===== src/design/spiral_matrix_reorder_core_assert.svh =====
// Assertion macros for the spiral matrix reorder core.
// Included by the top level; relies on nothing else.
`ifndef SPIRAL_MATRIX_REORDER_CORE_ASSERT_SVH
`define SPIRAL_MATRIX_REORDER_CORE_ASSERT_SVH

// Same-cycle implication, disabled during reset.
`define SMR_ASSERT_NOW(lbl, clk, rst_n, ante, cons, msg) \
  lbl: assert property (@(posedge clk) disable iff (!rst_n) (ante) |-> (cons)) \
    else $error(msg);

// Next-cycle implication, disabled during reset.
`define SMR_ASSERT_NEXT(lbl, clk, rst_n, ante, cons, msg) \
  lbl: assert property (@(posedge clk) disable iff (!rst_n) (ante) |=> (cons)) \
    else $error(msg);

`endif


===== src/design/smr_pkg.sv =====
// Shared types and constants for the spiral matrix reorder core.
// No dependencies.
`timescale 1ns / 1ps

package smr_pkg;

  localparam int DATA_W = 32;
  localparam int SIZE_W = 4;          // width of the rows / cols registers
  localparam int IDX_W  = 3;          // width of a row or column index
  localparam int TOT_W  = 2 * SIZE_W; // width of rows * cols
  localparam int CFG_IDX_W = 1;

  localparam logic [CFG_IDX_W-1:0] CFG_ROWS = 1'd0;
  localparam logic [CFG_IDX_W-1:0] CFG_COLS = 1'd1;

  typedef enum logic [2:0] {
    S_FILL,
    S_RIGHT,
    S_DOWN,
    S_LEFT,
    S_UP
  } smr_state_t;

  typedef struct packed {
    logic             wr_en;
    logic             rd_en;
    logic [IDX_W-1:0] row;
    logic [IDX_W-1:0] col;
    logic             last;
  } smr_cmd_t;

  typedef struct packed {
    logic [SIZE_W-1:0] nr;
    logic [SIZE_W-1:0] nc;
    logic [TOT_W-1:0]  total;
    logic              complete;
    logic              rd_free;
  } smr_sts_t;

endpackage


===== src/design/smr_datapath.sv =====
// Datapath: size registers, fill counter, element store and read/output stages.
// Depends on smr_pkg.
`timescale 1ns / 1ps

module smr_datapath #(
  parameter int ROWS_MAX = 8,
  parameter int COLS_MAX = 8
) (
  input  logic                                  clk,
  input  logic                                  rst_n,
  input  logic                                  cfg_we,
  input  logic [smr_pkg::CFG_IDX_W-1:0]         cfg_index,
  input  logic [smr_pkg::SIZE_W-1:0]            cfg_data,
  input  logic signed [smr_pkg::DATA_W-1:0]     in_element,
  input  smr_pkg::smr_cmd_t                     cmd,
  output smr_pkg::smr_sts_t                     sts,
  output logic                                  out_valid,
  input  logic                                  out_ready,
  output logic signed [smr_pkg::DATA_W-1:0]     out_value,
  output logic [smr_pkg::IDX_W-1:0]             out_row_index,
  output logic [smr_pkg::IDX_W-1:0]             out_col_index,
  output logic                                  out_last
);
  import smr_pkg::*;

  localparam int DEPTH  = ROWS_MAX * COLS_MAX;
  localparam int ADDR_W = (DEPTH > 1) ? $clog2(DEPTH) : 1;
  localparam int CNT_W  = $clog2(DEPTH + 1);

  logic [SIZE_W-1:0] rows_r, rows_nxt, cols_r, cols_nxt;
  logic [SIZE_W-1:0] nr, nc;
  logic [TOT_W-1:0]  total, fill_inc, rd_addr_full;
  logic [CNT_W-1:0]  fill_r, fill_nxt;
  logic              complete;

  logic [DATA_W-1:0] mem [DEPTH];

  logic              rd_valid_r, rd_valid_nxt;
  logic [DATA_W-1:0] rd_data_r;
  logic [IDX_W-1:0]  rd_row_r, rd_col_r;
  logic              rd_last_r;
  logic              out_valid_r, out_valid_nxt, out_load;
  logic signed [DATA_W-1:0] out_value_r;
  logic [IDX_W-1:0]  out_row_r, out_col_r;
  logic              out_last_r;

  // Size registers, decoded by index
  always_comb begin
    rows_nxt = rows_r;
    cols_nxt = cols_r;
    if (cfg_we) begin
      unique case (cfg_index)
        CFG_ROWS: rows_nxt = cfg_data;
        CFG_COLS: cols_nxt = cfg_data;
        default: ;
      endcase
    end
  end

  // Clamp out-of-range sizes
  assign nr = (rows_r == '0) ? SIZE_W'(1) :
              (rows_r > SIZE_W'(ROWS_MAX)) ? SIZE_W'(ROWS_MAX) : rows_r;
  assign nc = (cols_r == '0) ? SIZE_W'(1) :
              (cols_r > SIZE_W'(COLS_MAX)) ? SIZE_W'(COLS_MAX) : cols_r;
  assign total = TOT_W'(nr) * TOT_W'(nc);

  assign fill_inc = TOT_W'(fill_r) + TOT_W'(1);
  assign complete = cmd.wr_en && (fill_inc >= total);
  assign fill_nxt = complete ? '0 : (cmd.wr_en ? CNT_W'(fill_inc) : fill_r);

  always_ff @(posedge clk) begin
    if (!rst_n) begin
      rows_r <= SIZE_W'(1);
      cols_r <= SIZE_W'(1);
      fill_r <= '0;
    end else begin
      rows_r <= rows_nxt;
      cols_r <= cols_nxt;
      fill_r <= fill_nxt;
    end
  end

  // Element store
  always_ff @(posedge clk) begin
    if (cmd.wr_en) begin
      mem[fill_r[ADDR_W-1:0]] <= in_element;
    end
  end

  assign rd_addr_full = TOT_W'(cmd.row) * TOT_W'(nc) + TOT_W'(cmd.col);

  always_ff @(posedge clk) begin
    if (cmd.rd_en) begin
      rd_data_r <= mem[rd_addr_full[ADDR_W-1:0]];
      rd_row_r  <= cmd.row;
      rd_col_r  <= cmd.col;
      rd_last_r <= cmd.last;
    end
  end

  // Read stage feeds the output register; stall the read stage while the output is held
  assign out_load      = rd_valid_r && (!out_valid_r || out_ready);
  assign rd_valid_nxt  = cmd.rd_en || (rd_valid_r && !out_load);
  assign out_valid_nxt = out_load || (out_valid_r && !out_ready);

  always_ff @(posedge clk) begin
    if (!rst_n) begin
      rd_valid_r  <= 1'b0;
      out_valid_r <= 1'b0;
    end else begin
      rd_valid_r  <= rd_valid_nxt;
      out_valid_r <= out_valid_nxt;
    end
  end

  always_ff @(posedge clk) begin
    if (out_load) begin
      out_value_r <= signed'(rd_data_r);
      out_row_r   <= rd_row_r;
      out_col_r   <= rd_col_r;
      out_last_r  <= rd_last_r;
    end
  end

  assign sts.nr       = nr;
  assign sts.nc       = nc;
  assign sts.total    = total;
  assign sts.complete = complete;
  assign sts.rd_free  = !rd_valid_r || out_load;

  assign out_valid     = out_valid_r;
  assign out_value     = out_value_r;
  assign out_row_index = out_row_r;
  assign out_col_index = out_col_r;
  assign out_last      = out_last_r;

endmodule


===== src/design/smr_ctrl.sv =====
// Controller: fill/emit state machine and spiral cursor with shrinking bounds.
// Depends on smr_pkg.
`timescale 1ns / 1ps

module smr_ctrl (
  input  logic              clk,
  input  logic              rst_n,
  input  logic              in_valid,
  output logic              in_ready,
  input  smr_pkg::smr_sts_t sts,
  output smr_pkg::smr_cmd_t cmd
);
  import smr_pkg::*;

  smr_state_t       state_r, state_nxt;
  logic [IDX_W-1:0] row_r, row_nxt, col_r, col_nxt;
  logic [IDX_W-1:0] top_r, top_nxt, bot_r, bot_nxt;
  logic [IDX_W-1:0] lft_r, lft_nxt, rgt_r, rgt_nxt;
  logic [TOT_W-1:0] cnt_r, cnt_nxt;
  logic             issue, last_hit;

  assign issue    = (state_r != S_FILL) && sts.rd_free;
  assign last_hit = (cnt_r == sts.total - TOT_W'(1));

  // Next state
  always_comb begin
    state_nxt = state_r;
    unique case (state_r)
      S_FILL:  if (sts.complete) state_nxt = S_RIGHT;
      S_RIGHT: if (issue) begin
        if (last_hit) state_nxt = S_FILL;
        else if (col_r == rgt_r) state_nxt = S_DOWN;
      end
      S_DOWN: if (issue) begin
        if (last_hit) state_nxt = S_FILL;
        else if (row_r == bot_r) state_nxt = S_LEFT;
      end
      S_LEFT: if (issue) begin
        if (last_hit) state_nxt = S_FILL;
        else if (col_r == lft_r) state_nxt = S_UP;
      end
      S_UP: if (issue) begin
        if (last_hit) state_nxt = S_FILL;
        else if (row_r == top_r) state_nxt = S_RIGHT;
      end
      default: state_nxt = S_FILL;
    endcase
  end

  // Outputs
  always_comb begin
    in_ready  = (state_r == S_FILL);
    cmd.wr_en = in_valid && (state_r == S_FILL);
    cmd.rd_en = issue;
    cmd.row   = row_r;
    cmd.col   = col_r;
    cmd.last  = last_hit;
  end

  // Cursor: step along the current side, turn and shrink a bound at its end
  always_comb begin
    row_nxt = row_r;
    col_nxt = col_r;
    top_nxt = top_r;
    bot_nxt = bot_r;
    lft_nxt = lft_r;
    rgt_nxt = rgt_r;
    cnt_nxt = cnt_r;
    if ((state_r == S_FILL) && sts.complete) begin
      row_nxt = '0;
      col_nxt = '0;
      top_nxt = '0;
      lft_nxt = '0;
      bot_nxt = IDX_W'(sts.nr - SIZE_W'(1));
      rgt_nxt = IDX_W'(sts.nc - SIZE_W'(1));
      cnt_nxt = '0;
    end else if (issue) begin
      cnt_nxt = cnt_r + TOT_W'(1);
      case (state_r)
        S_RIGHT: begin
          if (col_r == rgt_r) begin
            top_nxt = top_r + IDX_W'(1);
            row_nxt = row_r + IDX_W'(1);
          end else begin
            col_nxt = col_r + IDX_W'(1);
          end
        end
        S_DOWN: begin
          if (row_r == bot_r) begin
            rgt_nxt = rgt_r - IDX_W'(1);
            col_nxt = col_r - IDX_W'(1);
          end else begin
            row_nxt = row_r + IDX_W'(1);
          end
        end
        S_LEFT: begin
          if (col_r == lft_r) begin
            bot_nxt = bot_r - IDX_W'(1);
            row_nxt = row_r - IDX_W'(1);
          end else begin
            col_nxt = col_r - IDX_W'(1);
          end
        end
        S_UP: begin
          if (row_r == top_r) begin
            lft_nxt = lft_r + IDX_W'(1);
            col_nxt = col_r + IDX_W'(1);
          end else begin
            row_nxt = row_r - IDX_W'(1);
          end
        end
        default: ;
      endcase
    end
  end

  always_ff @(posedge clk) begin
    if (!rst_n) begin
      state_r <= S_FILL;
      cnt_r   <= '0;
    end else begin
      state_r <= state_nxt;
      cnt_r   <= cnt_nxt;
    end
  end

  always_ff @(posedge clk) begin
    row_r <= row_nxt;
    col_r <= col_nxt;
    top_r <= top_nxt;
    bot_r <= bot_nxt;
    lft_r <= lft_nxt;
    rgt_r <= rgt_nxt;
  end

endmodule


===== src/design/spiral_matrix_reorder_core.sv =====
// Spiral matrix reorder core: one element per cycle while filling, one result per cycle
// while emitting (out_ready high). The first result passes the state register, the read
// register and the output register after the completing transfer. Fill and emit do not
// overlap: the input stays closed until the last read of a run has been issued.
// Synchronous active-low reset clears the fill count and sets rows and cols to 1;
// the element store is not cleared.
`timescale 1ns / 1ps
`include "spiral_matrix_reorder_core_assert.svh"

module spiral_matrix_reorder_core #(
  parameter int ROWS_MAX = 8,
  parameter int COLS_MAX = 8
) (
  input  logic                              clk,
  input  logic                              rst_n,
  // configuration write port
  input  logic                              cfg_we,
  input  logic [smr_pkg::CFG_IDX_W-1:0]     cfg_index,
  input  logic [smr_pkg::SIZE_W-1:0]        cfg_data,
  // element input channel
  input  logic                              in_valid,
  output logic                              in_ready,
  input  logic signed [smr_pkg::DATA_W-1:0] in_element,
  // spiral result channel
  output logic                              out_valid,
  input  logic                              out_ready,
  output logic signed [smr_pkg::DATA_W-1:0] out_value,
  output logic [smr_pkg::IDX_W-1:0]         out_row_index,
  output logic [smr_pkg::IDX_W-1:0]         out_col_index,
  output logic                              out_last
);
  import smr_pkg::*;

  // Commands flow from the controller to the datapath, status flows back.
  smr_cmd_t cmd;
  smr_sts_t sts;

  // The controller takes element transfers while filling. The transfer that
  // completes rows * cols elements starts a spiral run: it walks right, down,
  // left and up, shrinking one bound at each turn, and issues one store read
  // per cycle whenever the read stage has room. The run ends on a count of
  // rows * cols reads, which also marks the last result.
  smr_ctrl u_ctrl (
    .clk      (clk),
    .rst_n    (rst_n),
    .in_valid (in_valid),
    .in_ready (in_ready),
    .sts      (sts),
    .cmd      (cmd)
  );

  // The datapath holds the size registers, the fill count, the store, a
  // registered read stage and the output register. The read stage takes one
  // more read while a result waits; a stalled result then holds both.
  smr_datapath #(
    .ROWS_MAX (ROWS_MAX),
    .COLS_MAX (COLS_MAX)
  ) u_datapath (
    .clk           (clk),
    .rst_n         (rst_n),
    .cfg_we        (cfg_we),
    .cfg_index     (cfg_index),
    .cfg_data      (cfg_data),
    .in_element    (in_element),
    .cmd           (cmd),
    .sts           (sts),
    .out_valid     (out_valid),
    .out_ready     (out_ready),
    .out_value     (out_value),
    .out_row_index (out_row_index),
    .out_col_index (out_col_index),
    .out_last      (out_last)
  );

  // Never issue a read into an occupied read stage
  `SMR_ASSERT_NOW(a_rd_slot_free, clk, rst_n, cmd.rd_en, sts.rd_free, "read stage overrun")
  // Fill and emit never overlap
  `SMR_ASSERT_NOW(a_no_fill_during_run, clk, rst_n, cmd.wr_en, !cmd.rd_en, "write during run")
  // A completing transfer starts a run and closes the input
  `SMR_ASSERT_NEXT(a_run_starts, clk, rst_n, sts.complete, !in_ready, "run did not start")
  // The last read of a run reopens the input
  `SMR_ASSERT_NEXT(a_run_ends, clk, rst_n, cmd.rd_en && cmd.last, in_ready, "input not reopened")

endmodule

===== config.mk =====
export PLATFORM = sky130hd
export DESIGN_NAME = spiral_matrix_reorder_core
export DESIGN_NICKNAME = d
export VERILOG_FILES = /design/src/design/smr_pkg.sv /design/src/design/smr_datapath.sv /design/src/design/smr_ctrl.sv /design/src/design/spiral_matrix_reorder_core.sv
export VERILOG_INCLUDE_DIRS = /design/src /design/src/design
export SDC_FILE = /design/constraint.sdc
export NUM_CORES = 2
export LEC_CHECK = 0
export BUFFER_PORTS_ARGS = -buffer_cell sky130_fd_sc_hd__buf_4
export CAP_MARGIN = 20
export CORE_MARGIN = 3
export CORE_UTILIZATION = 63
export DETAILED_ROUTE_END_ITERATION = 10
export PLACE_DENSITY_LB_ADDON = 0.05
export RECOVER_POWER = 100
export SLEW_MARGIN = 0
export SYNTH_ARGS = -nofsm -noshare
export SYNTH_HDL_FRONTEND = slang
export SYNTH_SLANG_ARGS = --single-unit
export TNS_END_PERCENT = 30

===== constraint.sdc =====
create_clock -name clk -period 6.1 [get_ports clk]
set_clock_uncertainty 0.05 [all_clocks]
set_input_delay 0 -clock clk [delete_from_list [all_inputs] [get_ports clk]]
set_output_delay 0 -clock clk [all_outputs]
set_load 0.02 [all_outputs]

* Yosys cells after proc, flatten, opt, wreduce, memory -nomap -nowiden
Memories as Yosys holds them, arrays and structs flattened. A register that Yosys moved wholly into a read port is not among the register bits.
Cells that the tools add are included.
** Word-level totals
- Register bits after elaboration :: 92
- Memory bits (writable) :: 2048
- Bits of input ports :: 42
- Output and inout bits :: 41
- Word-level logic and storage cells :: 142
- Memories kept :: 1
** Memories
- u_datapath.mem :: depth 64, bits a word 32, read ports 1, clocked after Yosys merged registers in 1, wr ports 1, line smr_datapath.sv:36 : logic [DATA_W-1:0] mem [DEPTH];
** Cells by class
- $add $sub $neg :: 14
- $mul :: 2
- $lt $le $gt $ge :: 3
- Eq/ne operators :: 26
- Multiplexer cells :: 38
- Bitwise operators :: 2
- Reduce and logical (&&, ||, !) cells :: 36
** Operators with widths (number)
- $mux 3 :: 29
- $pmux 3 s4 :: 2
- $ne 2x1->1 const B :: 9
- $sub 3x1->3 const B :: 6
- $mux 4 :: 4
- $pmux 3 s5 :: 1
- $add 3x1->3 const B :: 4
- $eq 3x3->1 :: 4
- $ne 3x1->1 const B :: 4
- $reduce_and 3->1 :: 4
- $reduce_and 6->1 :: 2
- $reduce_bool 2->1 :: 5
- $reduce_and 9->1 :: 1
- $add 7x1->8 const B :: 1
- $add 8x1->8 const B :: 1
- $eq 8x8->1 :: 1
- $ge 8x8->1 :: 1
- $gt 4x4->1 const B :: 2
- $logic_not 4->1 :: 2
- $mul 4x4->8 :: 1
- $ne 2x2->1 const B :: 4
- $sub 8x1->8 const B :: 1
- $logic_and 1x1->1 :: 7
- $add 6x3->6 :: 1
- 13 further kinds :: 24

* Depth between registers and ports, before layout
- Depth after elaboration :: 9
- Gate-level depth with buffers :: 18
- Mapped depth without buffers :: 17

* Hierarchy
From an unflattened synthesis, not the netlist that was laid out.
** Unflattened totals
- Cell total of the unflattened synthesis :: 3915
- Area, all modules :: 83699.0 sq um
** By module, submodules not included
- smr_datapath :: times used 1, cells an instance 3702, area each 81764.7 sq um, sequential area each 64181.6 sq um
- smr_ctrl :: times used 1, cells an instance 213, area each 1934.4 sq um, sequential area each 640.6 sq um

* Least setup slack after synthesis
Ideal clock, no wire load.
- Path type :: register to register
- Start :: register u_datapath.cols_r[3]
- End :: register u_ctrl.bot_r[2], data pin
- Setup time :: 0.258 ns
- Arrival time :: 4.315 ns
- Required time :: 5.792 ns
- Path slack :: 1.478 ns
- Cell stages (with the launch flop) :: 19
- Buffers on the path :: 2
- Clock period less this slack :: 4.622 ns
- Cells stage by stage :: dfxtp_1 > clkbuf_1 > nor2b_1 > nand2_1 > fa_1 > inv_1 > fa_1 > ha_1 > a211oi_2 > o21bai_1 > a21oi_1 > xor2_1 > ha_1 > or2_2 > and3_1 > buf_2 > mux2i_1 > ha_1 > xnor2_1
** Between the ends
- Cells in the longest elaborated chain, start to end :: 8
- Elaborated cells between the ends (all ways) :: 9
- Classes of those cells :: 1 x mul; 2 x order compare; 3 x mux; 3 x reduce/logical
** Ends and longest elaborated chain
- from (decl) :: line smr_datapath.sv:30 : logic [SIZE_W-1:0] rows_r, rows_nxt, cols_r, cols_nxt;
- from (signal assigned) :: line smr_datapath.sv:78 : cols_r <= cols_nxt;
- $gt 4x4->1 :: line smr_datapath.sv:64 : (cols_r > SIZE_W'(COLS_MAX)) ? SIZE_W'(COLS_MAX) : cols_r;
- $mux 4 :: line smr_datapath.sv:64
- $mux 4 (*) :: line smr_datapath.sv:63 : assign nc = (cols_r == '0) ? SIZE_W'(1) :
- $mul 4x4->8 (*) :: line smr_datapath.sv:65 : assign total = TOT_W'(nr) * TOT_W'(nc);
- $ge 8x8->1 (*) :: line smr_datapath.sv:68 : assign complete = cmd.wr_en && (fill_inc >= total);
- $logic_and 1x1->1 (*) :: line smr_datapath.sv:68
- $logic_and 1x1->1 (*) :: line smr_ctrl.sv:69 : if ((state_r == S_FILL) && sts.complete) begin
- $mux 3 (*) :: line smr_ctrl.sv:69
- named net u_ctrl.bot_nxt[2] :: line smr_ctrl.sv:17 : logic [IDX_W-1:0] top_r, top_nxt, bot_r, bot_nxt;
- to (signal assigned) :: line smr_ctrl.sv:131 : bot_r <= bot_nxt;
- to (decl) :: line smr_ctrl.sv:17
The timed path passes the listed nets; every way through them passes the cells marked *.
A chain may end at the register's enable or synchronous reset.

* Final worst setup path
- Start :: register u_datapath.cols_r[3]
- End :: register u_datapath.rd_data_r[14], read port of u_datapath.mem, data pin
** Between the ends
- Cells in the longest elaborated chain, start to end :: 5
- Elaborated cells between the ends (all ways) :: 6
- Classes of those cells :: 1 x add/sub; 1 x mul; 1 x order compare; 2 x mux; 1 x reduce/logical
** Ends and longest elaborated chain
- $gt 4x4->1 :: line smr_datapath.sv:64
- $mux 4 :: line smr_datapath.sv:64
- $mux 4 (*) :: line smr_datapath.sv:63
- $mul 3x4->6 (*) :: line smr_datapath.sv:90 : assign rd_addr_full = TOT_W'(cmd.row) * TOT_W'(nc) + TOT_W'(cmd.col);
- $add 6x3->6 (*) :: line smr_datapath.sv:90
- to (decl) :: line smr_datapath.sv:39 : logic [DATA_W-1:0] rd_data_r;
Every way passes the cells marked *; elsewhere a longest branch is shown, timed or not.

==> flow_summary.yaml <==
critical_path:
  startpoint_type: "flop"
  setup.worst_path.class: "flop to flop"
  cp_max_fo: 33
  rrSetupSlack_ns: 0.52
  critPathCaptureType: "flop"
  required_ns: 6.59
  reg2reg_depth: 13
  critPathArrivalTime_ns: 6.07
route:
  drt_first_pass_iters: 5
  drt_iter0_markers: 5907
  wl_per_cell_um: 37.7
  finalWirelength_um: 216000
  via_per_inst: 7.03
  vias: 40300
  antenna_left: 0
  drc: 0
logic_synthesis:
  yosys-top-cells-count: "edfxtp_1 (2132), mux4_2 (660), nor2_1 (117), clkbuf_1 (88), nand2_1 (52)"
  netlist_area_um2: 83800
  syn_avg_cell_area_um2: 24.0
  synth_edf_count: 2132
  synth_top_area_frac: 0.764
  yosysSeqAreaShare: 0.774
  yosys_warnings: 0
  netlist_instances: 3495
  synthFlopType: "edfxtp_1"
  synth_fp_nets: 3582
  synth_area_leaders: "edfxtp_1 (76%), mux4_2 (18%), dfxtp_1 (0.96%)"
  synth-seq-cells: 2172
  synth.largest_area_cell: "edfxtp_1"
  synth.distinct_cells: 55
  synthArstFlopShare: 0
  yosysMostFrequentCell: "edfxtp_1"
status:
  violations: "max-capacitance violations, max-slew violations"
  status: "finished with violations"
flow_run:
  cap_viol_max_count: 112
floorplanning:
  die_w_um: 371
  core.rowCount: 133
  initial_core_util: 0.636
  core_um2: 132000
  die_area_um2: 137000
  pin_count: 83
  fp.dieH_um: 371
clock_tree:
  cts_buffer_depth: 3
  cts_htree_levels: 4
  clk_pin_slew_ns: 0.06
  cts_tree: "yes"
  clkSinkCount: 2172
  worstSkewPairLatency_ns: 0.82
  root_buffer: "clkbuf_16"
  numCtsBuffers: 206
  post_cts_resize_count: 0
final_layout:
  layout.nets: 3895
  final_cells: 5731
  nFillCells: 7782
  areaGrowthSynthToFinish_pct: 11.8
  drive_above_1_share: 0.260
sta:
  hold_ws_ns: 0.123
  hold_viol_final: 0
  finalSetupViolCount: 0
  tns_ns: 0
  worst_slew_pin_slew_ns: 4.16
  final-max-slew-violation-count: 3683
  rsz0062_at_grt: "false"
  period_share: 0.914
  fin_crit_ns: 5.58
  relSlewSlack: -1.77
  max_freq_mhz: 179
  setup_slack_ns: 0.524
global_routing:
  grt_pass1_vias: 40200
  grt_max_degree: 89
  grt_usage: 0.326
  grt_overflow_total: 0
  antenna_found_initial: 13
  grt_first_pass_wirelength_um: 308000
power:
  switching_share: 0.288
  p_leak_nw: 29.0
  power.density_nw_per_um2: 466
  p_seq_frac: 0.399
  p_int_w: 0.0311
  p_sw_w: 0.0126
  combPwrFrac: 0.318
  clkPwrFrac: 0.282
  power_w: 0.0437
  max-vdd-ir-drop_mv: 0.411
place:
  place_inst: 5297
  gp_congestion: 0.842
  portBuffers: 82
  dp_slack_ns: 0.825
  hpwl_um: 127000
worst_hold_path:
  hp-class: "input port to flop"
  min_path_cells: 5
==> layer usage <==
layer  share of wire  vias to the layer above  global-route usage  wire, µm
met4           0.027                        6              0.0804      5920
met1            0.38                    21700               0.487     81900
met5         0.00013                        -                   0        29
met3            0.12                      354              0.0888     26500
li1                -                    15500                   -         -
met2            0.47                     2633               0.493    102000
==> power groups by stage <==
| stage | Combinational, W | Clock [W] | Sequential, W |
|---|---|---|---|
| 3_3_place_gp | 0.0139 | 0 | 0.0177 |
| 6_report | 0.0139 | 0.0123 | 0.0174 |
| 2_1_floorplan | 0.00978 | 0 | 0.0176 |
| 5_1_grt | 0.0147 | 0.0131 | 0.0175 |
| 4_1_cts | 0.0141 | 0.0125 | 0.0174 |
| 3_5_place_dp | 0.0140 | 0 | 0.0177 |
==> cells by family (layout without fill, tap and decap cells) <==
kind of cell               Yosys count  after routing  synth area share
adders and majority gates           45             45           0.00762
xor gates and xnor gates            60             60           0.00678
AOI/OAI and AO/OA                   65             65           0.00503
other                                0              6                 0
and+or+nand+nor                    260            260            0.0142
muxes                              697            697             0.182
buffers and inverters              196            671            0.0106
DFF                               2172           2172             0.774
==> final timing paths <==
path,endpoint,from
setup / recovery,u_datapath.rd_data_r[14]$_DFFE_PP_,u_datapath.cols_r[3]$_SDFFE_PN0P_
hold / removal,u_datapath.cols_r[1]$_SDFFE_PN0P_,cfg_we
setup reg to reg,u_datapath.rd_data_r[14]$_DFFE_PP_,u_datapath.cols_r[3]$_SDFFE_PN0P_
hold reg to reg,u_datapath.out_last$_DFFE_PP_,u_datapath.rd_last_r$_DFFE_PP_
==> worst max-delay path: stages (launching register included) <==
cell and delay (ns):
dfxtp_1 0.40, nor2b_1 0.44, nand2_1 0.16, fa_1 0.49, fa_1 0.55, inv_1 0.07
ha_1 0.28, a21o_1 0.11, a21oi_1 0.09, xnor2_2 0.75, buf_12 0.33, clkbuf_4 0.61
mux4_2 0.42, mux4_2 0.48
==> layout make-up <==
| cell class | instances | area (µm²) | share of cell area |
|---|---|---|---|
| Clock inverter | 107 | 930 | 0.00992 |
| Tap cell | 1755 | 2200 | 0.0234 |
| Clock buffer | 263 | 5530 | 0.0590 |
| Inverter | 24 | 90.1 | 0.000961 |
| Timing Repair Buffer | 277 | 1910 | 0.0204 |
| Multi-Input combinational cell | 1127 | 18200 | 0.194 |
| Antenna cell | 6 | 15.0 | 0.000160 |
| Sequential cell | 2172 | 64800 | 0.692 |
==> layout by cell type, fill, tap and decap left out, types with 33 or more instances in the layout <==
| master | instances |
|---|---|
| edfxtp_1 | 2132 |
| mux4_2 | 660 |
| clkbuf_16 | 212 |
| clkbuf_1 | 203 |
| nor2_1 | 106 |
| dlygate4sd3_1 | 57 |
| nand2_1 | 52 |
| clkinv_1 | 51 |
| dfxtp_1 | 40 |
| xnor2_1 | 33 |
| ha_1 | 33 |
==> repair_timing <==
item,in CTS,in global routing
hold buffers,57,0
buffers inserted,0,0
endpoints found under the hold margin,2077,0
==> sequential cells by signal, summed over array words and instances, names as in the netlist, 4 cells and up <==
register,cells
u_datapath.fill_r,7
u_datapath.rd_data_r,32
u_datapath.mem,2048
u_datapath.cols_r,4
u_datapath.rows_r,4
u_datapath.out_value,32
u_ctrl.cnt_r,8
==> per-stage QoR <==
step / cell area (µm²) / utilization
global route: 93700 / 0.711
finish: 93700 / 0.711
CTS: 94700 / 0.719
floorplan: 83800 / -
detailed placement: 87700 / 0.666
global placement: 87700 / 0.666
Power figures use the tool's default switching activity.
